===== config.mk =====
export PLATFORM = sky130hd
export DESIGN_NAME = motion_wake_power_sequencer
export DESIGN_NICKNAME = d
export VERILOG_FILES = /design/src/rtl/mwps_pkg.sv /design/src/rtl/motion_wake_power_sequencer.sv
export SDC_FILE = /design/constraint.sdc
export NUM_CORES = 1
export LEC_CHECK = 0
export ABC_CLOCK_PERIOD_IN_PS = 9900
export BUFFER_PORTS_ARGS = -buffer_cell sky130_fd_sc_hd__buf_2
export CAP_MARGIN = 20
export CORE_AREA = 10 10 157 159
export DETAILED_ROUTE_END_ITERATION = 16
export DIE_AREA = 0 0 167 169
export PLACE_DENSITY = 0.77
export SYNTH_ARGS = -nofsm -noshare
export SYNTH_HDL_FRONTEND = slang
export SYNTH_SLANG_ARGS = --single-unit

===== constraint.sdc =====
create_clock -name clock -period 9.9 [get_ports clock]
set_input_delay 0.99 -clock clock [delete_from_list [all_inputs] [get_ports clock]]
set_output_delay 0.99 -clock clock [all_outputs]
set_load 0.1 [all_outputs]

===== src/rtl/mwps_pkg.sv =====
`default_nettype none

package mwps_pkg;

   // Default counter width; the block works for widths of 8 to 32 bits.
   localparam int COUNTER_WIDTH = 16;

   localparam int NUM_CFG   = 8;
   localparam int CFG_WIDTH = 16;
   localparam int IDX_WIDTH = 3;
   localparam int PH_WIDTH  = 3;

   // Phase codes.
   localparam logic [PH_WIDTH-1:0] PH_SLEEP    = 3'd0;
   localparam logic [PH_WIDTH-1:0] PH_DEBOUNCE = 3'd1;
   localparam logic [PH_WIDTH-1:0] PH_BOOT     = 3'd2;
   localparam logic [PH_WIDTH-1:0] PH_WAIT     = 3'd3;
   localparam logic [PH_WIDTH-1:0] PH_CLEAR    = 3'd4;
   localparam logic [PH_WIDTH-1:0] PH_DEAD     = 3'd5;

   // Configuration register indexes.
   localparam logic [IDX_WIDTH-1:0] CFG_DEBOUNCE    = 3'd0;
   localparam logic [IDX_WIDTH-1:0] CFG_BOOT        = 3'd1;
   localparam logic [IDX_WIDTH-1:0] CFG_BOOT_BLINK  = 3'd2;
   localparam logic [IDX_WIDTH-1:0] CFG_TIMEOUT     = 3'd3;
   localparam logic [IDX_WIDTH-1:0] CFG_WAIT_BLINK  = 3'd4;
   localparam logic [IDX_WIDTH-1:0] CFG_MOTION_POLL = 3'd5;
   localparam logic [IDX_WIDTH-1:0] CFG_DEAD        = 3'd6;
   localparam logic [IDX_WIDTH-1:0] CFG_DEAD_BLINK  = 3'd7;

   // Register values after reset, in index order.
   localparam logic [CFG_WIDTH-1:0] CFG_RESET [NUM_CFG] = '{
      16'd1, 16'd60, 16'd2, 16'd3600, 16'd10, 16'd10, 16'd6000, 16'd20
   };

   typedef struct packed {
      logic motion;
      logic job_done;
   } req_type;

   typedef struct packed {
      logic                power_enable;
      logic                wake_signal;
      logic                led;
      logic [PH_WIDTH-1:0] phase;
   } rsp_type;

endpackage

`default_nettype wire


===== src/rtl/motion_wake_power_sequencer.sv =====
`default_nettype none
// Each result is registered into the head, or into the skid entry while the head is full.
// Throughput: one tick per cycle while req_stall is low; the phase and counter update is one
// short step between the state registers and a two-entry result buffer.
// Reset (synchronous, active high): phase to sleep, counters, LED and motion latch
// to zero, configuration registers to their defaults, result buffer emptied.

module motion_wake_power_sequencer
   import mwps_pkg::*;
#(
   parameter int COUNTER_WIDTH = mwps_pkg::COUNTER_WIDTH
) (
   input  wire logic                 clock,
   input  wire logic                 reset,
   input  wire logic                 req_valid,
   output logic                      req_stall,
   input  wire req_type              req_data,
   output logic                      rsp_valid,
   input  wire logic                 rsp_stall,
   output rsp_type                   rsp_data,
   input  wire logic                 csr_valid,
   output logic                      csr_ready,
   input  wire logic [IDX_WIDTH-1:0] csr_index,
   input  wire logic [CFG_WIDTH-1:0] csr_data
);

   localparam int CW = COUNTER_WIDTH;
   localparam int LW = (CW > CFG_WIDTH) ? CW : CFG_WIDTH;
   localparam logic [LW-1:0] CNT_MAX_L = LW'((64'd1 << CW) - 64'd1);
   localparam logic [CW-1:0] CNT_MAX   = {CW{1'b1}};
   localparam logic [CW-1:0] CNT_ONE   = CW'(1);

   // Saturating increment.
   function automatic logic [CW-1:0] sat_inc(input logic [CW-1:0] c);
      logic [CW-1:0] r;
      r = (c == CNT_MAX) ? c : c + CNT_ONE;
      return r;
   endfunction

   // Blink period: clamped to the counter range, zero kept as zero.
   function automatic logic [CW-1:0] period_of(input logic [CFG_WIDTH-1:0] v);
      logic [LW-1:0] w;
      w = LW'(v);
      if (w > CNT_MAX_L) begin
         w = CNT_MAX_L;
      end
      return w[CW-1:0];
   endfunction

   // Phase length: zero acts as one, clamped to the counter range.
   function automatic logic [CW-1:0] limit_of(input logic [CFG_WIDTH-1:0] v);
      logic [CW-1:0] r;
      r = period_of(v);
      if (r == '0) begin
         r = CNT_ONE;
      end
      return r;
   endfunction

   // Configuration registers.
   logic [CFG_WIDTH-1:0] cfg_ff [NUM_CFG];

   assign csr_ready = 1'b1;

   always_ff @(posedge clock) begin
      if (reset) begin
         for (int i = 0; i < NUM_CFG; i++) begin
            cfg_ff[i] <= CFG_RESET[i];
         end
      end else if (csr_valid && csr_ready) begin
         cfg_ff[csr_index] <= csr_data;
      end
   end

   // Sequencer state.
   logic [PH_WIDTH-1:0] phase_ff, phase_in;
   logic [CW-1:0]       pcount_ff, pcount_in;
   logic [CW-1:0]       bcount_ff, bcount_in;
   logic                led_ff, led_in;
   logic                latch_ff, latch_in;

   // Result buffer: head register and a skid entry behind it.
   rsp_type head_ff, skid_ff, result;
   logic    head_valid_ff, skid_valid_ff;
   logic    push, pop;

   assign req_stall = skid_valid_ff;
   assign push      = req_valid && !req_stall;
   assign rsp_valid = head_valid_ff;
   assign rsp_data  = head_ff;
   assign pop       = head_valid_ff && !rsp_stall;

   // Next state for one tick.
   always_comb begin
      logic [CW-1:0] inc;
      logic [CW-1:0] binc;
      logic [CW-1:0] bper;
      logic          enter;
      logic [PH_WIDTH-1:0] enter_phase;
      logic          enter_led;
      logic          relatch;

      phase_in    = phase_ff;
      pcount_in   = pcount_ff;
      bcount_in   = bcount_ff;
      led_in      = led_ff;
      latch_in    = latch_ff;
      inc         = sat_inc(pcount_ff);
      binc        = sat_inc(bcount_ff);
      bper        = '0;
      enter       = 1'b0;
      enter_phase = PH_SLEEP;
      enter_led   = 1'b0;
      relatch     = 1'b0;

      // Blink period of the current phase.
      case (phase_ff)
         PH_BOOT: begin
            bper = period_of(cfg_ff[CFG_BOOT_BLINK]);
         end
         PH_WAIT: begin
            bper = period_of(cfg_ff[CFG_WAIT_BLINK]);
         end
         PH_DEAD: begin
            bper = period_of(cfg_ff[CFG_DEAD_BLINK]);
         end
         default: begin
            bper = '0;
         end
      endcase

      case (phase_ff)
         PH_SLEEP: begin
            if (req_data.motion != latch_ff) begin
               enter       = 1'b1;
               enter_phase = PH_DEBOUNCE;
            end
         end
         PH_DEBOUNCE: begin
            pcount_in = inc;
            if (inc >= limit_of(cfg_ff[CFG_DEBOUNCE])) begin
               enter = 1'b1;
               if (req_data.motion) begin
                  enter_phase = PH_BOOT;
                  enter_led   = 1'b1;
               end else begin
                  enter_phase = PH_SLEEP;
                  relatch     = 1'b1;
               end
            end
         end
         PH_BOOT, PH_WAIT, PH_DEAD: begin
            pcount_in = inc;
            bcount_in = binc;
            if (binc >= bper) begin
               led_in    = !led_ff;
               bcount_in = '0;
            end
            if (phase_ff == PH_BOOT) begin
               if (inc >= limit_of(cfg_ff[CFG_BOOT])) begin
                  enter       = 1'b1;
                  enter_phase = PH_WAIT;
               end
            end else if (phase_ff == PH_WAIT) begin
               if (req_data.job_done || inc >= limit_of(cfg_ff[CFG_TIMEOUT])) begin
                  enter       = 1'b1;
                  enter_phase = PH_CLEAR;
               end
            end else begin
               if (inc >= limit_of(cfg_ff[CFG_DEAD])) begin
                  enter       = 1'b1;
                  enter_phase = PH_SLEEP;
                  relatch     = 1'b1;
               end
            end
         end
         PH_CLEAR: begin
            // Motion is sampled on the first tick and then once per poll period.
            pcount_in = inc;
            if ((inc >= limit_of(cfg_ff[CFG_MOTION_POLL]) || inc == CNT_ONE)
                  && !req_data.motion) begin
               enter       = 1'b1;
               enter_phase = PH_DEAD;
            end else if (inc >= limit_of(cfg_ff[CFG_MOTION_POLL])) begin
               pcount_in = CNT_ONE;
            end
         end
         default: begin
            // An unused phase code falls back to sleep.
            enter       = 1'b1;
            enter_phase = PH_SLEEP;
            relatch     = 1'b1;
         end
      endcase

      if (enter) begin
         phase_in  = enter_phase;
         pcount_in = '0;
         bcount_in = '0;
         led_in    = enter_led;
      end
      if (relatch) begin
         latch_in = req_data.motion;
      end
   end

   // Result as seen after the tick.
   always_comb begin
      logic on;
      on = (phase_in == PH_BOOT) || (phase_in == PH_WAIT);
      result.power_enable = on;
      result.wake_signal  = on;
      result.led          = (on || phase_in == PH_DEAD) ? led_in : 1'b0;
      result.phase        = phase_in;
   end

   always_ff @(posedge clock) begin
      if (reset) begin
         phase_ff  <= PH_SLEEP;
         pcount_ff <= '0;
         bcount_ff <= '0;
         led_ff    <= 1'b0;
         latch_ff  <= 1'b0;
      end else if (push) begin
         phase_ff  <= phase_in;
         pcount_ff <= pcount_in;
         bcount_ff <= bcount_in;
         led_ff    <= led_in;
         latch_ff  <= latch_in;
      end
   end

   // Result buffer control; a transfer in never meets a full skid entry.
   always_ff @(posedge clock) begin
      if (reset) begin
         head_valid_ff <= 1'b0;
         skid_valid_ff <= 1'b0;
      end else if (pop) begin
         if (skid_valid_ff) begin
            skid_valid_ff <= 1'b0;
         end else if (!push) begin
            head_valid_ff <= 1'b0;
         end
      end else if (push) begin
         if (head_valid_ff) begin
            skid_valid_ff <= 1'b1;
         end else begin
            head_valid_ff <= 1'b1;
         end
      end
   end

   always_ff @(posedge clock) begin
      if (pop) begin
         if (skid_valid_ff) begin
            head_ff <= skid_ff;
         end else if (push) begin
            head_ff <= result;
         end
      end else if (push) begin
         if (head_valid_ff) begin
            skid_ff <= result;
         end else begin
            head_ff <= result;
         end
      end
   end

   // The skid entry is only ever occupied behind a full head.
   a_skid_behind_head: assert property (@(posedge clock) disable iff (reset)
      skid_valid_ff |-> head_valid_ff)
      else $error("skid entry valid while head is empty");

   // Draining the skid entry leaves the head full.
   a_skid_drain: assert property (@(posedge clock) disable iff (reset)
      (pop && skid_valid_ff) |=> head_valid_ff)
      else $error("head lost when skid entry drained");

   // Sleep is only ever left towards debounce.
   a_sleep_exit: assert property (@(posedge clock) disable iff (reset)
      (push && phase_ff == PH_SLEEP) |=> (phase_ff == PH_SLEEP || phase_ff == PH_DEBOUNCE))
      else $error("sleep left to a phase other than debounce");

endmodule

`default_nettype wire

==> flow_summary_export.csv <==
group,metric,value,unit
setup_path,max_stage_delay,0.91,ns
timing,fmax,176,MHz
min_path,hold_class,"flip-flop to flip-flop",
synthesis,synth_common_cells,"edfxtp_1 (138), and2_1 (109), ha_1 (89), inv_1 (80), nor2_1 (73)",
floorplanning,die_y,169,um
setup_path,path_cells,"nand4_1, nor4_2, nor2_1, xnor2_1, ha_1, a21oi_1, o211ai_1, mux2_2, a41oi_1, o21ai_1, a32oi_2, nand4_4, nor2_1, a32o_1",
timing,hold_slack,0.479,ns
global_routing,grt_max_degree,28,
synthesis,yosysSeqAreaShare,0.463,
timing,final-setup-viol-count,0,
setup_path,cp.arrival,6.05,ns
timing,rsz0062_at_grt,"false",
setup_path,r2r_cells,14,
power,powerDensity,149,mW/mm2
synthesis,synthArstFlopShare,0,
routing,wl_per_cell,19.1,um
layout,num_antenna_cells,0,
synthesis,yosys.cell_count.top_type,"edfxtp_1",
routing,firstDrtPassIters,5,
layout,nets,1174,
synthesis,synth_top_area_cell,"edfxtp_1",
min_path,min_path_cells,2,
synthesis,syn_nets,1151,
clocking,tritoncts,"yes",
placement,dpl_cell_area,0.0110,mm2
clocking,clkSlewWorstSetupHoldPaths,0.07,ns
synthesis,synth-main-ff-cell,"edfxtp_1",
timing,skew,0.0152,ns
layout,fill_cells,1806,
global_routing,antenna_found_initial,0,
clocking,cts_buffer_depth,2,
synthesis,synth_edf_count,138,
setup_path,path_class,"flip-flop to flip-flop",
setup_path,r2r_start,"pcount_ff[10]",
setup_path,crit_path_top_delay_cell,"nor2_1",
timing,tightest_slew,1.11,ns
job,cap_violations,0,
timing,hold_viol,0,
clocking,htree_levels,4,
placement,post-dp-hpwl,18500,um
global_routing,grtUsageTotal,0.179,
synthesis,synth_top_area_share,0.390,
clocking,cts_made_buffers,17,
timing,setup_ws,4.22,ns
routing,antenna_left,0,
clocking,ctsHoldBuffers,0,
synthesis,yosys_warnings,0,
routing,drc_errors,0,
power,cellLeakagePower,4.93,nW
setup_path,crit_fanout,16,
timing,fin_crit_sh,0.573,
clocking,clk_latency,0.44,ns
synthesis,syn_area,0.0106,mm2
floorplanning,start_util,0.493,
timing,period_needed,5.68,ns
power,p_total,1.73,mW
placement,gp_congestion,0.888,
floorplanning,die-area,0.0282,mm2
timing,report.final.slew_viol_count,0,
global_routing,grt_pass1_wl,40800,um
global_routing,grt_pass1_vias,7614,
clocking,cts_sinks,177,
synthesis,synth_cell_types,69,
routing,vias,7956,
synthesis,ys_top_cells_by_area,"edfxtp_1 (39%), ha_1 (10%), dfxtp_1 (7.3%), and2_1 (6.4%), inv_1 (2.8%)",
setup_path,critical_path.startpoint,"pcount_ff[10]",
layout,drive_gt1_frac,0.0905,
clocking,postCtsSetupBuffers,0,
setup_path,cp-start-kind,"flip-flop",
setup_path,crit_required,10.27,ns
floorplanning,die_width,167,um
min_path,hold_start,"latch_ff",
floorplanning,num_rows,54,
floorplanning,core-area,0.0216,mm2
placement,io_buffers,33,
global_routing,grt_overflow,0,
placement,dpl_worst_slack,4.39,ns
timing,tns,0,ns
layout,syn2layout_area_growth,9.37,%
synthesis,avgSynthCellArea,10.3,um2
synthesis,ys_ff_latch,177,
floorplanning,io_pins,35,
power,peakVddDrop,0.000140,V
routing,via_per_inst,5.88,
outcome,outcome,"finished clean",
setup_path,cp_common_cell,"nor2_1",
routing,routed_wl,25800,um
clocking,cts-root-buf,"clkbuf_16",
synthesis,syn_inst,1036,
setup_path,end_kind,"flip-flop",
timing,max_slew_margin,0.257,
layout,finalInstanceArea,0.0116,mm2
routing,drt_iter0_drc,653,
clocking,post_cts_resize_count,0,
## state kept, by name, indices dropped and copies added (netlist names)
| register | count |
|---|---|
| cfg_ff | 128 |
| skid_ff | 5 |
| phase_ff | 3 |
| latch_ff | 1 |
| rsp_data | 5 |
| led_ff | 1 |
| req_stall | 1 |
| rsp_valid | 1 |
| pcount_ff | 16 |
| bcount_ff | 16 |
## cells by family after synthesis
group           count (synthesis)  synth area share
compound gates                195             0.132
flops                         177             0.463
fa+ha+maj                      90             0.106
mux                            25            0.0240
buf+inv                       122            0.0477
simple gates                  404             0.209
other cells                     1          0.000353
xor+xnor                       22            0.0181
## report_power, final
| group | internal (mW) | switching (mW) |
|---|---|---|
| Sequential | 0.841 | 0.0226 |
| Clock | 0.359 | 0.321 |
| Combinational | 0.0582 | 0.133 |
| Total | 1.26 | 0.476 |
## cells in the final DEF (no fill, tap or decap), types with 7 or more instances in the layout
cell and n:
edfxtp_1 138, and2_1 109, ha_1 89, inv_1 80
nor2_1 73, nand2_1 60, a21oi_1 58, dfxtp_1 39
buf_2 33, or3_1 24, a21o_1 22, nand3_1 21
mux2i_1 21, nand4_1 20, nor3_1 17, clkbuf_16 17
nand2b_1 16, nor4_1 16, a32o_1 15, xnor2_1 13
o21ai_0 13, buf_4 13, a22o_1 12, a31oi_1 11
o211ai_1 11, and4_1 10, and3_1 9, xor2_1 9
nor2b_1 8, a211oi_1 7, o21ai_1 7, a41o_1 7
## worst max-delay path, delay by kind of cell (launching register included)
kind            cells  cell delay [ns]
simple gates        5             2.31
fa+ha+maj           1             0.36
compound gates      6             1.41
mux                 1             0.30
flops               1             0.65
xor+xnor            1             0.57
## path summary, 6_finish.rpt
check	slack [ns]	endpoint
min reg2reg	0.48	latch_ff
max reg2reg	4.22	pcount_ff[5]
max	4.22	pcount_ff[5]
min	0.48	latch_ff
## routing by layer
layer	GRT usage	routed length, um	up-vias
li1	-	-	3834
met1	0.239	11600	3778
met2	0.285	11800	310
met3	0.0331	1890	34
met4	0.0634	552	0
met5	0	0	-
## stage by stage
step           instances   util
4_1_cts             1352  0.539
2_1_floorplan       1036      -
3_5_place_dp        1320  0.512
6_report            1352  0.539
5_1_grt             1352  0.539
3_3_place_gp        1320  0.512
## final cells by class
class,instances,area [um2],area share
Tap cell,280,350,0.0301
Sequential cell,177,4920,0.424
Timing Repair Buffer,46,263,0.0226
Clock inverter,14,160,0.0138
Multi-Input combinational cell,737,5200,0.447
Inverter,80,300,0.0258
Clock buffer,18,429,0.0369
Power figures use the tool's default switching activity.
